`src/rtl/plvd_pkg.sv`:
```
package plvd_pkg;

   // Widths of the stream fields and the block count register.
   localparam int BYTE_WIDTH  = 8;
   localparam int VALUE_WIDTH = 64;
   localparam int COUNT_WIDTH = 17;
   localparam int CTR_WIDTH   = 16;
   localparam int LEFT_WIDTH  = 4;
   localparam int POS_WIDTH   = 3;
   localparam int HIGH_WIDTH  = 6;
   localparam int LANES       = VALUE_WIDTH / BYTE_WIDTH;

   // Header byte boundaries of the encoding.
   localparam logic [BYTE_WIDTH-1:0]  ONE_BYTE_LIMIT = 8'd185;
   localparam logic [BYTE_WIDTH-1:0]  TWO_BYTE_LIMIT = 8'd249;
   localparam logic [BYTE_WIDTH-1:0]  PAYLOAD_BIAS   = 8'd247;
   localparam logic [COUNT_WIDTH-1:0] MAX_BLOCK      = 17'd65536;

   // Parser modes.
   typedef enum logic [1:0] {
      MODE_HEADER  = 2'd0,
      MODE_SECOND  = 2'd1,
      MODE_PAYLOAD = 2'd2
   } mode_type;

endpackage

```
`src/rtl/prefix_length_varint_decoder_top.sv`:
```
// Decodes a byte stream of length-prefixed little-endian integers. A header
// below 185 is the value itself, a header from 185 to 248 takes one more byte,
// and a header from 249 to 255 is followed by 2 to 8 payload bytes, least
// significant first. One byte item is taken per clock; the result item for a
// completed value appears in the cycle after its last byte is accepted, held in
// a single output register, and the input keeps flowing while that register
// is empty or being drained in the same cycle. The per-byte update of the
// parser state and the 64-bit byte-lane merge lie on the path into it.
// rsp_tuser flags the value that completes each block of csr_wr_data values
// (a count of zero acts as 1, a count above 65536 acts as 65536).
module prefix_length_varint_decoder_top (
   input  logic                                clock,
   input  logic                                reset,
   input  logic                                csr_wr_en,
   input  logic [plvd_pkg::COUNT_WIDTH-1:0]    csr_wr_data,  // values_per_block
   input  logic                                req_tvalid,
   output logic                                req_tready,
   input  logic [plvd_pkg::BYTE_WIDTH-1:0]     req_tdata,    // [7:0] data_byte
   output logic                                rsp_tvalid,
   input  logic                                rsp_tready,
   output logic [plvd_pkg::VALUE_WIDTH-1:0]    rsp_tdata,    // [63:0] value
   output logic [0:0]                          rsp_tuser     // [0] end_of_block
);
   import plvd_pkg::*;

   logic [COUNT_WIDTH-1:0] block_count_ff;
   mode_type               mode_ff, mode_in;
   logic [LEFT_WIDTH-1:0]  left_ff, left_in;
   logic [POS_WIDTH-1:0]   pos_ff, pos_in;
   logic [VALUE_WIDTH-1:0] acc_ff, acc_in;
   logic [HIGH_WIDTH-1:0]  high_ff, high_in;
   logic [CTR_WIDTH-1:0]   counter_ff, counter_in;
   logic                   rsp_valid_ff, rsp_valid_in;
   logic [VALUE_WIDTH-1:0] rsp_value_ff;
   logic                   rsp_eob_ff;

   logic                   req_fire;
   logic                   emit;
   logic [VALUE_WIDTH-1:0] emit_value;
   logic [VALUE_WIDTH-1:0] merged;
   logic [COUNT_WIDTH-1:0] limit;
   logic [COUNT_WIDTH-1:0] done;
   logic                   last;

   // The output register accepts a new result when empty or being drained.
   assign req_tready = !rsp_valid_ff || rsp_tready;
   assign req_fire   = req_tvalid && req_tready;

   // Configuration register for the block length.
   always_ff @(posedge clock) begin
      if (reset) begin
         block_count_ff <= COUNT_WIDTH'(1);
      end else if (csr_wr_en) begin
         block_count_ff <= csr_wr_data;
      end
   end

   // Clamp the block length into its legal range.
   always_comb begin
      if (block_count_ff == '0) begin
         limit = COUNT_WIDTH'(1);
      end else if (block_count_ff > MAX_BLOCK) begin
         limit = MAX_BLOCK;
      end else begin
         limit = block_count_ff;
      end
   end

   assign done = {1'b0, counter_ff} + COUNT_WIDTH'(1);
   assign last = done >= limit;

   // Drop the incoming byte into its lane of the accumulator.
   always_comb begin
      for (int i = 0; i < LANES; i++) begin
         merged[i*BYTE_WIDTH +: BYTE_WIDTH] = acc_ff[i*BYTE_WIDTH +: BYTE_WIDTH] |
            ((pos_ff == POS_WIDTH'(i)) ? req_tdata : '0);
      end
   end

   // Parser next state and the completed value, if any.
   always_comb begin
      mode_in    = mode_ff;
      left_in    = left_ff;
      pos_in     = pos_ff;
      acc_in     = acc_ff;
      high_in    = high_ff;
      emit       = 1'b0;
      emit_value = '0;
      case (mode_ff)
         MODE_SECOND: begin
            mode_in    = MODE_HEADER;
            emit       = 1'b1;
            emit_value = VALUE_WIDTH'(ONE_BYTE_LIMIT) + VALUE_WIDTH'(req_tdata) +
                         VALUE_WIDTH'({high_ff, {BYTE_WIDTH{1'b0}}});
         end
         MODE_PAYLOAD: begin
            acc_in  = merged;
            pos_in  = pos_ff + POS_WIDTH'(1);
            left_in = left_ff - LEFT_WIDTH'(1);
            if (left_ff == LEFT_WIDTH'(1)) begin
               mode_in    = MODE_HEADER;
               emit       = 1'b1;
               emit_value = merged;
            end
         end
         default: begin
            // Header byte; the unused mode is treated the same way.
            mode_in = MODE_HEADER;
            if (req_tdata < ONE_BYTE_LIMIT) begin
               emit       = 1'b1;
               emit_value = VALUE_WIDTH'(req_tdata);
            end else if (req_tdata < TWO_BYTE_LIMIT) begin
               high_in = HIGH_WIDTH'(req_tdata - ONE_BYTE_LIMIT);
               mode_in = MODE_SECOND;
            end else begin
               left_in = LEFT_WIDTH'(req_tdata - PAYLOAD_BIAS);
               pos_in  = '0;
               acc_in  = '0;
               mode_in = MODE_PAYLOAD;
            end
         end
      endcase
   end

   // Block counter advances on every completed value.
   always_comb begin
      counter_in = counter_ff;
      if (req_fire && emit) begin
         counter_in = last ? '0 : done[CTR_WIDTH-1:0];
      end
   end

   // Output register valid flag.
   always_comb begin
      rsp_valid_in = rsp_valid_ff;
      if (req_fire) begin
         rsp_valid_in = emit;
      end else if (rsp_tready) begin
         rsp_valid_in = 1'b0;
      end
   end

   // Parser state and control registers.
   always_ff @(posedge clock) begin
      if (reset) begin
         mode_ff      <= MODE_HEADER;
         left_ff      <= '0;
         pos_ff       <= '0;
         high_ff      <= '0;
         counter_ff   <= '0;
         rsp_valid_ff <= 1'b0;
      end else begin
         if (req_fire) begin
            mode_ff <= mode_in;
            left_ff <= left_in;
            pos_ff  <= pos_in;
            high_ff <= high_in;
         end
         counter_ff   <= counter_in;
         rsp_valid_ff <= rsp_valid_in;
      end
   end

   // Payload registers: accumulator and the result item.
   always_ff @(posedge clock) begin
      if (req_fire) begin
         acc_ff <= acc_in;
         if (emit) begin
            rsp_value_ff <= emit_value;
            rsp_eob_ff   <= last;
         end
      end
   end

   assign rsp_tvalid   = rsp_valid_ff;
   assign rsp_tdata    = rsp_value_ff;
   assign rsp_tuser[0] = rsp_eob_ff;

   // A long value never has more payload bytes pending than lanes left.
   a_payload_bounds: assert property (@(posedge clock) disable iff (reset)
      mode_ff == MODE_PAYLOAD |->
         left_ff != '0 && ({1'b0, pos_ff} + left_ff) <= LEFT_WIDTH'(LANES))
      else $error("payload byte count out of range");

   // A single-byte header yields a result in the next cycle.
   a_short_value: assert property (@(posedge clock) disable iff (reset)
      req_fire && mode_ff == MODE_HEADER && req_tdata < ONE_BYTE_LIMIT |=>
         rsp_tvalid && rsp_tdata == VALUE_WIDTH'($past(req_tdata)))
      else $error("single-byte value not delivered");

   // A two-byte value lies between 185 and 16568.
   a_two_byte_range: assert property (@(posedge clock) disable iff (reset)
      req_fire && mode_ff == MODE_SECOND |=>
         rsp_tvalid && rsp_tdata >= VALUE_WIDTH'(ONE_BYTE_LIMIT) &&
         rsp_tdata[VALUE_WIDTH-1:15] == '0)
      else $error("two-byte value out of range");

   // The last payload byte completes the value and returns to header mode.
   a_payload_done: assert property (@(posedge clock) disable iff (reset)
      req_fire && mode_ff == MODE_PAYLOAD && left_ff == LEFT_WIDTH'(1) |=>
         rsp_tvalid && mode_ff == MODE_HEADER)
      else $error("long value not completed");

endmodule
```
`config.mk`:
```
export PLATFORM = sky130hd
export DESIGN_NAME = prefix_length_varint_decoder_top
export DESIGN_NICKNAME = d
export VERILOG_FILES = /design/src/rtl/plvd_pkg.sv /design/src/rtl/prefix_length_varint_decoder_top.sv
export SDC_FILE = /design/constraint.sdc
export NUM_CORES = 1
export LEC_CHECK = 0
export CORE_MARGIN = 5
export CORE_UTILIZATION = 57
export CTS_CLUSTER_DIAMETER = 120
export DETAILED_ROUTE_END_ITERATION = 10
export DONT_BUFFER_PORTS = 1
export PLACE_DENSITY = 0.74
export SETUP_SLACK_MARGIN = 0.3
export SYNTH_ARGS = -nofsm -noshare
export SYNTH_HDL_FRONTEND = slang
export SYNTH_SLANG_ARGS = --single-unit
```
`constraint.sdc`:
```
create_clock -name clock -period 3.2 [get_ports clock]
set_clock_uncertainty 0.2 [all_clocks]
set_input_delay 0.32 -clock clock [delete_from_list [all_inputs] [get_ports clock]]
set_output_delay 0.32 -clock clock [all_outputs]
set_load 0.01 [all_outputs]
```
Word level (Yosys, flattened, before mapping)
Index checks and enable logic that the tools add are counted.
{"block": "word_totals", "inputBits": 30, "latch_bits": 0, "romBits": 0, "mem_count": 0, "mem_bits_rw": 0, "reg_bits": 178}
{"block": "classes", "magnitude_cmp": 4, "multipliers": 0, "shift": 0, "n_div": 0, "n_eq_ne": 13, "mux": 32, "n_bitwise": 11, "reduce_logical": 12, "addsub": 7}
{"operator": "case mux 64 bit (2 select lines)", "count": 2}
{"operator": "two-way mux 64 bit", "count": 3}
{"operator": "two-way mux 8 bit", "count": 9}
{"operator": "OR 8 bit", "count": 8}
{"operator": "two-way mux 17 bit", "count": 2}
{"operator": "adder 16 x 1 -> 17 bit (second input constant)", "count": 1}
{"operator": "greater-or-equal comparator 17 bit", "count": 1}
{"operator": "> comparator 17 bit (second input constant)", "count": 1}
{"operator": "zero test 17 bit", "count": 1}
{"operator": "less-than comparator 8 bit (second input constant)", "count": 2}
{"operator": "two-way mux 16 bit", "count": 1}
{"operator": "adder 9 x 14 -> 15 bit", "count": 1}
{"operator": "== test 3 bit (second input constant)", "count": 4}
{"operator": "adder 8 x 8 -> 9 bit (first input constant)", "count": 1}
{"operator": "two-way mux 4 bit", "count": 2}
{"operator": "case mux 4 bit (2 select lines)", "count": 1}
{"operator": "AND reduction 4 bit", "count": 2}
{"operator": "== test 3 x 2 -> 1 bit (second input constant)", "count": 2}
{"operator": "two-way mux 2 bit", "count": 3}
{"operator": "two-way mux 3 bit", "count": 2}
{"operator": "case mux 3 bit (2 select lines)", "count": 1}
{"operator": "subtractor 6 bit (second input constant)", "count": 1}
{"operator": "== test 4 x 1 -> 1 bit (second input constant)", "count": 1}
{"operator": "two-way mux 1 bit", "count": 4}
{"operator": "18 further kinds", "count": 23}

Longest topological paths before layout
Gate-level depths: netlist of run 1.
{"block": "logic_depth", "word_depth": 5, "ltp_mapped": 14, "mapped_depth_nobuf": 13}

Worst setup path before layout of run 1
Ideal clock, no wire load.
{"block": "synth_path", "path_kind": "input port to flip-flop", "start": "in req_tdata[1] (netlist bit)", "end": "reg left_ff[0]", "setup_time_ns": 0.072, "path_slack_ns": -0.205, "arrival_ns": 3.132, "stages": 10, "required_time_ns": 2.928, "cell_sequence": "clkbuf_1 > inv_1 > ha_1 > nor2b_4 > nor2_1 > and3_1 > o21ai_2 > inv_1 > o211ai_1 > a21oi_1"}
{"block": "synth_via", "elab_chain_cells": 3}
{"element": "start, declared", "line": "prefix_length_varint_decoder_top.sv:18", "source": "input logic [plvd_pkg::BYTE_WIDTH-1:0] req_tdata,"}
{"element": "less-than comparator 8 bit, on equally long branches", "line": "prefix_length_varint_decoder_top.sv:112, prefix_length_varint_decoder_top.sv:109"}
{"element": "!= test 2 x 1 -> 1 bit (no line)"}
{"element": "AND reduction 4 bit (no line) (*)"}
{"element": "end signal, assigned", "line": "prefix_length_varint_decoder_top.sv:155", "source": "left_ff <= left_in;"}
{"element": "end, declared", "line": "prefix_length_varint_decoder_top.sv:28", "source": "logic [LEFT_WIDTH-1:0] left_ff, left_in;"}
Mark *: on every way between the ends. The rest lies on a longest branch, timed or not.
A chain may end at the register's enable or synchronous reset.

Worst setup path in the final report of run 1
{"block": "layout_path", "start": "reg counter_ff[1]", "end": "reg counter_ff[12]"}
{"block": "layout_via", "elab_chain_cells": 3}
{"element": "start, declared", "line": "prefix_length_varint_decoder_top.sv:32", "source": "logic [CTR_WIDTH-1:0] counter_ff, counter_in;"}
{"element": "start signal, assigned", "line": "prefix_length_varint_decoder_top.sv:159", "source": "counter_ff <= counter_in;"}
{"element": "adder 16 x 1 -> 17 bit (*)", "line": "prefix_length_varint_decoder_top.sv:69", "source": "assign done = {1'b0, counter_ff} + COUNT_WIDTH'(1);"}
{"element": "greater-or-equal comparator 17 bit", "line": "prefix_length_varint_decoder_top.sv:70", "source": "assign last = done >= limit;"}
{"element": "two-way mux 16 bit (*)", "line": "prefix_length_varint_decoder_top.sv:129", "source": "counter_in = last ? '0 : done[CTR_WIDTH-1:0];"}
Marked as above.

==> results.md, run 1 <==
• **run status** complete, no violations
• **RSZ-0062 raised after global routing** yes
• **Critical Path RT** 3.37 ns
• **DIE WIDTH** 130.5 um
• **starting density of the core** 0.5758
• **fraction of post-synthesis cell area in the top cell type by area** 0.4682
• **Final Hold Slack** 0.01372 ns
• **maximum ir drop on the vdd rail** 0.0003013 V
• **clock-pin slew reported for the worst setup and hold paths after clock tree synthesis** 0.06 ns
• **internal cell power** 3871 uW
• **global-route wire length before repair** 31,510 um
• **critical path class** register to register
• **power dissipated by switching net loads** 1153 uW
• **count of pins over their slew limit** 0
• **data arrival time of the critical path** 3.28 ns
• **leakage power** 0.003582 uW
• **minimum period implied by the final worst setup slack** 3.105 ns
• **synthesized-area fraction occupied by xor and xnor cells** 0.02964
• **Cell Pwr Density** 510.5 nW/um^2
• **path class of the lowest-slack min-delay path** input pin to register
• **root buffer cell** clkbuf_16
• **Max Cap Viol** 0
• **fraction of registers with async set or reset after synthesis** 0
• **final-stage net count** 871
• **final cell count without fillers** 1,007
• **sequential fraction of the synthesis area** 0.5868
• **synthesized area per cell** 10.77 sq um
• **growth of design area from synthesis to finish** 18.97%
• **proportion of layout cells with a drive suffix above 1** 0.1434
• **launch point of the worst reg-to-reg path** counter_ff[1]
• **total of flip-flops plus latches after synthesis** 178
• **part of the cycle the worst path needs** 0.9703
• **antenna violations before repair** 0
• **Max clock buf depth** 2
• **total wire length after detailed routing** 20,320 um
• **Post-Syn Instances** 768
• **overall routing resource usage** 0.2388
• **most instantiated library cell after synthesis** nor2_1
• **setup TNS** 0 ns
• **final setup violation count** 0
• **Cell variety after synth** 52
• **largest area contributor in the synthesized netlist** edfxtp_1
• **largest net degree at the start of global routing** 69
• **synthesized-area fraction occupied by adder cells** 0.04537
• **antenna cells** 0
• **TritonCTS clock tree** done
• **# rows** 44
• **prevailing post-synth register cell** edfxtp_1
• **first-pass iteration count of the detailed router** 5
• **category of the worst setup path launch point** register
• **number of buffers inserted by port buffering** 0
• **placed cell count** 916
• **ranking of synthesized cells by area** edfxtp_1, dfxtp_1, nor2_1, a21oi_1, ha_1
• **Post-synth EDFFs** 129
• **count of endpoints failing hold in the final timing report** 0
• **post-synthesis compound-gate area fraction** 0.1186
• **largest delay contributor family on the critical path** compound AO/OA/AOI/OAI gates
• **Die ar.** 17,020 sq um
• **# H-tree levels** 4
• **min-delay src** req_tdata[6]
• **Critical Path Fanout Max** 5
• **DRT iter0 DRCs** 615
• **remaining global-route overflow** 0
• **area fraction in and, or, nand and nor cells after synthesis** 0.1626
• **total power of the final layout** 5024 uW
• **switching power as a share of total power** 0.2295
• **slew of the pin with the lowest slew margin** 1.110 ns
• **Vert. Die Dim** 130.5 um
• **drt wl/cell** 20.17 um
• **Via Count** 6,208
• **Reg power frac** 0.522
• **Crit. End Element** register
• **yosys warns** 0
• **global placement routability congestion** 0.8858
• **share of cell area taken by muxes after synthesis** 0.02193
• **vias in the first global route** 6,087
• **area of the mapped netlist** 8273 sq um
• **number of sinks handled by clock tree synthesis** 178
• **Antenna Violating Nets Remaining** 0
• **number of nets produced by synthesis** 828
• **cell type of the slowest stage on the worst timing path** dfxtp_4
• **sequence of cells on the critical path** ha_4, and3_4, and2_4, nand3_4, nor2_4, xor2_1, ha_1, nand2_2, nor2_1, a22oi_1, o211ai_1, buf_4, o41ai_2, a22o_1
• **Fillers** 995
• **logic gate share of total power** 0.078
• **placed wire-length estimate after detailed placement** 12,540 um
• **Worst Path Buf+Inv** 1
• **placeable core region** 14,370 sq um
• **ratio of routed vias to standard cells** 6.165
• **synth cell count leaders** nor2_1, edfxtp_1, a21oi_1
• **number of ports placed on the die boundary** 97
• **part of the power in the clock network** 0.400
• **worst reg-to-reg setup slack** 0.1 ns
• **slowest cell delay on critical path** 0.37 ns
• **CP Launch Point** counter_ff[1]
• **Worst-Skew Late Latency** 0.43 ns
• **largest family of logic cells by synthesized area** simple AND/OR/NAND/NOR gates
• **maximum clock rate** 322.1 MHz
• **cts bufs inserted** 17
• **tightest slew margin relative to the limit** 0.2552
• **number of remaining DRC errors** 0
## power by group through the flow
stage | sequential [uW] | clock (uW) | combinational, uW
finish | 2620 | 2010 | 394
global route | 2630 | 2140 | 427
CTS | 2620 | 2030 | 376
detailed placement | 2670 | 0 | 264
global placement | 2670 | 0 | 253
floorplan | 2660 | 0 | 236
## sequential cells by signal, summed over array words and instances, names as in the netlist, 2 cells and up
name	cells
mode_ff	2
pos_ff	3
rsp_tdata	64
block_count_ff	17
acc_ff	64
high_ff	6
left_ff	4
counter_ff	16
## stage by stage
| stage | utilization | worst slack, ns | area (sq um) |
|---|---|---|---|
| after floorplan | - | 0.1770 | 8381 |
| after global placement | 0.5907 | -0.1205 | 8488 |
| after detailed placement | 0.5907 | -0.2587 | 8488 |
| after CTS | 0.6781 | 0.1159 | 9743 |
| after global routing | 0.6850 | -0.01730 | 9842 |
| final | 0.6850 | 0.09505 | 9842 |
## layout make-up
cell class	count	area, sq um	area share
clock inverters	13	135.1	0.01373
repair buffers	75	710.7	0.07221
flip-flops and latches	178	4878	0.4957
clock buffers	18	429.2	0.04361
well taps	184	230.2	0.02339
multi-input cells	519	3377	0.3431
inverters	20	81.33	0.008263
## routing by layer
| layer | up-vias | part of all wire | GRT usage | routed length [um] |
|---|---|---|---|---|
| li1 | 2844 | - | - | - |
| met1 | 3010 | 0.39 | 0.2974 | 7991 |
| met2 | 287 | 0.50 | 0.4007 | 10220 |
| met3 | 67 | 0.071 | 0.06423 | 1451 |
| met4 | 0 | 0.032 | 0.09135 | 656 |
| met5 | - | 0 | 0 | 0 |
## timing repair
item / 4_1_cts / 5_1_grt
setup buffers: 6 / 5
endpoints found under the setup margin: 17 / 17
hold buffers: 47 / 0
endpoints found under the hold margin: 131 / 0
gates resized for setup: 34 / 14
cloned: 1 / 1
pin swaps: 15 / 10
## cells in the final DEF, fill, tap and decap left out, types with 16 or more instances in the layout
master,synthesis,layout
nor2_1,132,130
a22o_1,16,16
edfxtp_1,129,129
dlygate4sd3_1,0,46
dfxtp_1,49,38
buf_4,2,24
nand2_1,53,49
a21oi_1,84,84
clkbuf_16,0,17
nor3_1,39,39
mux2i_1,17,17
ha_1,30,27
## logic make-up after synthesis
group,count (synthesis)
buf+inv,71
simple gates,285
flops,178
xor+xnor,28
fa+ha+maj,30
mux,18
compound gates,158
## worst paths after layout
path                                  endpoint  cells after the start
worst max-delay path            counter_ff[12]                     14
worst min-delay path                 acc_ff[6]                      2
worst max register to register  counter_ff[12]                     14
worst min register to register      left_ff[1]                      2
Power figures use the tool's default switching activity.
==> run 2, diff against run 1 <==
--- a/config.mk
+++ b/config.mk
@@ -5,6 +5,7 @@
 export SDC_FILE = /design/constraint.sdc
 export NUM_CORES = 1
 export LEC_CHECK = 0
+export CORE_ASPECT_RATIO = 0.9
 export CORE_MARGIN = 5
 export CORE_UTILIZATION = 57
 export CTS_CLUSTER_DIAMETER = 120
==> results.md, run 2 (same netlist as run 1, synthesis figures left out) <==
• **total area of sequential cells** 4875 sq um, about the same
• **number of remaining DRC errors** 0, unchanged
• **Fillers** 970, -2.5%
• **number of buffers inserted by port buffering** 0, unchanged
• **maximum clock rate** 292.3 MHz, -9.3%
• **data arrival time of the critical path** 3.60 ns, +0.32 ns
• **DRT iter0 DRCs** 582, -5.4%
• **ratio of routed vias to standard cells** 6.155, -0.17%
• **run status** finished, violations left
• **largest net degree at the start of global routing** 50, -28%
• **first-pass iteration count of the detailed router** 7, +2
• **Max clock buf depth** 2, unchanged
• **overall routing resource usage** 0.2410, +0.002135
• **Critical Path Fanout Max** 8, +3
• **vias in the first global route** 5,988, -1.6%
• **number of ports placed on the die boundary** 97, unchanged
• **number of sinks handled by clock tree synthesis** 178, unchanged
• **total wire length after detailed routing** 21,100 um, +3.8%
• **violations in the final reports** negative setup slack
• **leading cell types in the layout, fill and taps excluded** nor2_1, edfxtp_1, a21oi_1, nand2_1, dlygate4sd3_1
• **final worst setup slack** -0.2214 ns, -0.3165 ns
• **Antenna Violating Nets Remaining** 0, unchanged
• **starting density of the core** 0.5864, +0.01067
• **Worst-Skew Late Latency** 0.44 ns, about the same
• **# H-tree levels** 4, unchanged
• **global placement routability congestion** 0.9103, +2.8%
• **slew of the pin with the lowest slew margin** 1.137 ns, +0.02731 ns
• **count of endpoints failing hold in the final timing report** 0, unchanged
• **path class of the lowest-slack min-delay path** input pin to register
• **TritonCTS clock tree** done
• **busiest layer in global routing** met2
• **RSZ-0062 raised after global routing** yes
• **most frequent standard cell in the layout excluding fill and tap cells** nor2_1
• **antenna violations before repair** 0, unchanged
• **category of the worst setup path launch point** register
• **minimum period implied by the final worst setup slack** 3.421 ns, +0.3165 ns
• **placed wire-length estimate after detailed placement** 12,280 um, -2.1%
• **root buffer cell** clkbuf_16
• **met1 routing resource usage after global routing** 0.3199, +0.02253
• **# rows** 41, -6.8%
• **count of pins over their slew limit** 0, unchanged
• **leakage power** 0.003609 uW, +0.74%
• **Die ar.** 17,030 sq um, about the same
• **growth of design area from synthesis to finish** 20.21%
• **clock-pin slew reported for the worst setup and hold paths after clock tree synthesis** 0.07 ns, about the same
• **tightest slew margin relative to the limit** 0.2369, -0.01833
• **Cell Pwr Density** 520.5 nW/um^2, +2.0%
• **placeable core region** 14,110 sq um, -1.8%
• **Crit. End Element** register
• **final-stage net count** 876, +0.57%
• **multi-input gate area in the final layout** 3373 sq um, -0.11%
• **Vert. Die Dim** 124.3 um, -4.7%
• **remaining global-route overflow** 0, unchanged
• **critical path class** register to register
• **part of the cycle the worst path needs** 1.069, +0.09890
• **DIE WIDTH** 137.0 um, +5.0%
• **Final Hold Slack** 0.01389 ns, +0.0001711 ns
• **Via Count** 6,290, +1.3%
• **Max Cap Viol** 0, unchanged
• **drt wl/cell** 20.64 um, +2.3%
• **antenna cells** 0, unchanged
• **cts bufs inserted** 17, unchanged
• **final setup violation count** 17, +17
• **proportion of layout cells with a drive suffix above 1** 0.1411, -0.002244
• **GR Layer Usage met3** 0.07633, +0.01211
• **GR met2 Demand/Resource** 0.3703, -0.03038
• **global-route wire length before repair** 31,950 um, +1.4%
• **maximum ir drop on the vdd rail** 0.0004413 V, +46%
• **setup TNS** -3.392 ns, -3.392 ns
• **Critical Path RT** 3.38 ns, about the same
## run 2: cell count changes in the layout (fill, tap and decap cells not counted), sizes merged
| cell | change |
|---|---|
| buf | +5 |
| clkbuf | +5 |
| clkinv | -5 |
| inv | -3 |
| clkinvlp | +2 |
| bufinv | +1 |
| dlymetal6s4s | +1 |
## run 2: path summary, 6_finish.rpt
check,depth (start not counted),slack (ns),from,to
setup / recovery,13,-0.22,block_count_ff[1],counter_ff[2]
hold reg to reg,2,0.28,left_ff[1],left_ff[1]
setup reg to reg,13,-0.22,block_count_ff[1],counter_ff[2]
hold / removal,2,0.01,rsp_tready,rsp_tvalid
## run 2: power breakdown
part / switching (uW) / internal (uW)
clock network: 867 / 1270
registers: 75.0 / 2550
logic: 230 / 181
total: 1170 / 4000
## run 2: cell type report
cell class	instances	share of cell area
repair buffers	80	0.07763
flip-flops and latches	178	0.4902
clock inverters	8	0.01309
well taps	193	0.02428
clock buffers	24	0.04743
inverters	20	0.008178
multi-input cells	519	0.3392
## run 2: repair_timing
action | in CTS | in global routing
gates resized for setup | 19 | 35
gates cloned | 2 | 1
buffers inserted | 8 | 5
pin swaps | 19 | 22
setup endpoints to repair | 17 | 85
hold buffers | 48 | 0
hold endpoints to repair | 135 | 0
## run 2: per-stage QoR
step           worst slack (ns)  area (sq um)  instances  total power (uW)    util
2_1_floorplan            0.1770          8381        768              2892       -
3_3_place_gp            -0.1561          8507        926              2923  0.6030
3_5_place_dp            -0.2703          8507        926              2935  0.6030
4_1_cts                 0.06294          9736       1016              5141  0.6901
5_1_grt                 -0.2182          9945       1022              5334  0.7049
6_report                -0.2214          9945       1022              5176  0.7049
## run 2: metal layers
metal / vias to the layer above / routed length, um
met3: 55 / 1816
met1: 3071 / 8557
li1: 2858 / -
met5: - / 0
met4: 0 / 527
met2: 306 / 10200
## run 2: critical path: stages (launching register included)
cell	delay, ns
dfxtp_1	0.35
nor4_2	0.37
nand4_1	0.23
nand2_4	0.16
nand2_1	0.08
ha_1	0.31
a21oi_1	0.22
o21ai_1	0.13
a22oi_1	0.27
o211ai_1	0.21
buf_4	0.19
nor4b_4	0.29
buf_4	0.20
a22o_1	0.14
==> run 3, diff against run 2 <==
--- a/config.mk
+++ b/config.mk
@@ -5,13 +5,13 @@
 export SDC_FILE = /design/constraint.sdc
 export NUM_CORES = 1
 export LEC_CHECK = 0
+export BUFFER_PORTS_ARGS = -buffer_cell sky130_fd_sc_hd__buf_2
 export CORE_ASPECT_RATIO = 0.9
 export CORE_MARGIN = 5
-export CORE_UTILIZATION = 57
+export CORE_UTILIZATION = 53
 export CTS_CLUSTER_DIAMETER = 120
 export DETAILED_ROUTE_END_ITERATION = 10
-export DONT_BUFFER_PORTS = 1
-export PLACE_DENSITY = 0.74
+export PLACE_DENSITY = 0.75
 export SETUP_SLACK_MARGIN = 0.3
 export SYNTH_ARGS = -nofsm -noshare
 export SYNTH_HDL_FRONTEND = slang
==> results.md, run 3 (same netlist as run 1, synthesis figures left out) <==
• **run status** finished, violations left
• **violations in the final reports** negative setup slack
• **largest net degree at the start of global routing** 78, +56%
• **total wire length after detailed routing** 19,950 um, -5.4%
• **count of endpoints failing hold in the final timing report** 0, unchanged
• **Via Count** 6,377, +1.4%
• **drt wl/cell** 18.02 um, -13%
• **growth of design area from synthesis to finish** 23.22%
• **vias in the first global route** 5,962, -0.43%
• **number of sinks handled by clock tree synthesis** 178, unchanged
• **Die ar.** 18,210 sq um, +7.0%
• **cts bufs inserted** 17, unchanged
• **root buffer cell** clkbuf_16
• **Worst-Skew Late Latency** 0.43 ns, about the same
• **minimum period implied by the final worst setup slack** 3.241 ns, -0.1801 ns
• **number of buffers inserted by port buffering** 96, +96
• **Antenna Violating Nets Remaining** 0, unchanged
• **overall routing resource usage** 0.2176, -0.02340
• **category of the worst setup path launch point** register
• **part of the cycle the worst path needs** 1.013, -0.05629
• **proportion of layout cells with a drive suffix above 1** 0.2564, +0.1152
• **Max clock buf depth** 2, unchanged
• **Max Cap Viol** 0, unchanged
• **Worst Hold Depth** 4, +2
• **maximum ir drop on the vdd rail** 0.0005225 V, +18%
• **cell area after layout** 10,190 sq um, +2.5%
• **Critical Path RT** 3.38 ns, about the same
• **tightest slew margin relative to the limit** 0.1876, -0.04923
• **Crit. End Element** register
• **placed cell count** 1,046, +13%
• **global-route wire length before repair** 31,220 um, -2.3%
• **data arrival time of the critical path** 3.42 ns, -0.18 ns
• **path class of the lowest-slack min-delay path** input pin to register
• **global placement routability congestion** 0.8248, -9.4%
• **# rows** 43, +4.9%
• **Critical Path Fanout Max** 5, -3
• **final-stage net count** 953, +8.8%
• **# H-tree levels** 4, unchanged
• **critical path class** register to register
• **Fillers** 1,187, +22%
• **Final Hold Slack** 0.1130 ns, +0.09913 ns
• **clock-pin slew reported for the worst setup and hold paths after clock tree synthesis** 0.07 ns, about the same
• **Cell Pwr Density** 496.8 nW/um^2, -4.6%
• **reg-to-reg endpoint** counter_ff[14]
• **leakage power** 0.003955 uW, +9.6%
• **final setup violation count** 1, -16
• **TritonCTS clock tree** done
• **total power of the final layout** 5064 uW, -2.2%
• **RSZ-0062 raised after global routing** yes
• **most frequent standard cell in the layout excluding fill and tap cells** nor2_1
• **final worst setup slack** -0.04130 ns, +0.1801 ns
• **hold worst-path end** mode_ff[1]
• **min-delay src** req_tvalid
• **launch point of the worst reg-to-reg path** counter_ff[0]
• **path depth of the worst reg2reg path** 14, +1
• **maximum clock rate** 308.5 MHz, +5.6%
• **Vert. Die Dim** 128.5 um, +3.4%
• **antenna violations before repair** 1, +1
• **starting density of the core** 0.5376, -0.04878
• **number of ports placed on the die boundary** 97, unchanged
• **leading cell types in the layout, fill and taps excluded** nor2_1, edfxtp_1, buf_2, a21oi_1, nand2_1
• **cell area after placement** 9124 sq um, +7.3%
• **DRT iter0 DRCs** 696, +20%
• **ratio of routed vias to standard cells** 5.761, -6.4%
• **count of pins over their slew limit** 0, unchanged
• **remaining global-route overflow** 0, unchanged
• **first-pass iteration count of the detailed router** 6, -1
• **placed wire-length estimate after detailed placement** 12,420 um, +1.2%
• **DIE WIDTH** 141.7 um, +3.4%
• **worst reg-to-reg setup slack** -0.04 ns, +0.18 ns
• **number of remaining DRC errors** 0, unchanged
• **final cell count without fillers** 1,107, +8.3%
• **antenna cells** 0, unchanged
• **slew of the pin with the lowest slew margin** 1.210 ns, +0.07335 ns
• **placeable core region** 15,390 sq um, +9.1%
[run 3: metrics by stage]
| step | TNS, ns | setup WS, ns | utilization |
|---|---|---|---|
| after floorplan | 0 | 0.1770 | - |
| after global placement | -0.9828 | -0.07909 | 0.5929 |
| after detailed placement | -2.670 | -0.1859 | 0.5929 |
| after CTS | 0 | 0.1249 | 0.6512 |
| after global routing | -0.8099 | -0.09287 | 0.6625 |
| final | -0.04130 | -0.04130 | 0.6625 |
[run 3: repair_timing]
| item | 4_1_cts | 5_1_grt |
|---|---|---|
| pin swaps | 17 | 15 |
| hold buffers | 17 | 0 |
| endpoints found under the setup margin | 17 | 17 |
| gates resized for setup | 20 | 30 |
| gates cloned | 1 | 1 |
| hold endpoints to repair | 17 | 0 |
| buffers inserted | 8 | 3 |
[run 3: area by class of cell]
type | instances | area (sq um) | area share
timing repair buffer | 157 | 1013 | 0.09942
tap | 202 | 252.7 | 0.02479
sequential | 178 | 4868 | 0.4776
inverter | 20 | 81.33 | 0.007978
multi-input combinational | 519 | 3420 | 0.3355
clock inverter | 13 | 128.9 | 0.01264
clock buffer | 18 | 429.2 | 0.04210
[run 3: worst max path at each step]
stage	startpoint	slack (ns)	cells past startpoint	endpoint
after global placement	counter_ff[0]	-0.08	12	counter_ff[2]
after global routing	counter_ff[0]	-0.09	14	counter_ff[2]
after detailed placement	counter_ff[1]	-0.19	13	counter_ff[5]
after CTS	counter_ff[0]	0.12	14	counter_ff[14]
final	counter_ff[0]	-0.04	14	counter_ff[14]
after floorplan	mode_ff[0]	0.18	9	counter_ff[12]
[run 3: metal layers]
| layer | share of wire | vias to the layer above | GRT usage |
|---|---|---|---|
| li1 | - | 3009 | - |
| met2 | 0.46 | 261 | 0.3371 |
| met1 | 0.45 | 3071 | 0.3083 |
| met4 | 0.014 | 2 | 0.05926 |
| met5 | 0.00035 | - | 0 |
| met3 | 0.074 | 34 | 0.05463 |
[run 3: power breakdown]
group	internal [uW]	switching, uW
sequential	2540	34.5
clock	1080	915
combinational	205	283
total	3830	1230
[run 3: worst max-delay path, cell delays in order (launching register included)]
cell and delay [ns]:
dfxtp_2 0.37, ha_4 0.14, and3_4 0.22, and2_4 0.17, nand3_4 0.12, nor2_4 0.16, xor2_2 0.17, ha_1 0.27
nand2_2 0.12, nor2_1 0.06, a22oi_2 0.17, o211ai_1 0.23, buf_4 0.26, o41ai_2 0.33, a22o_1 0.19
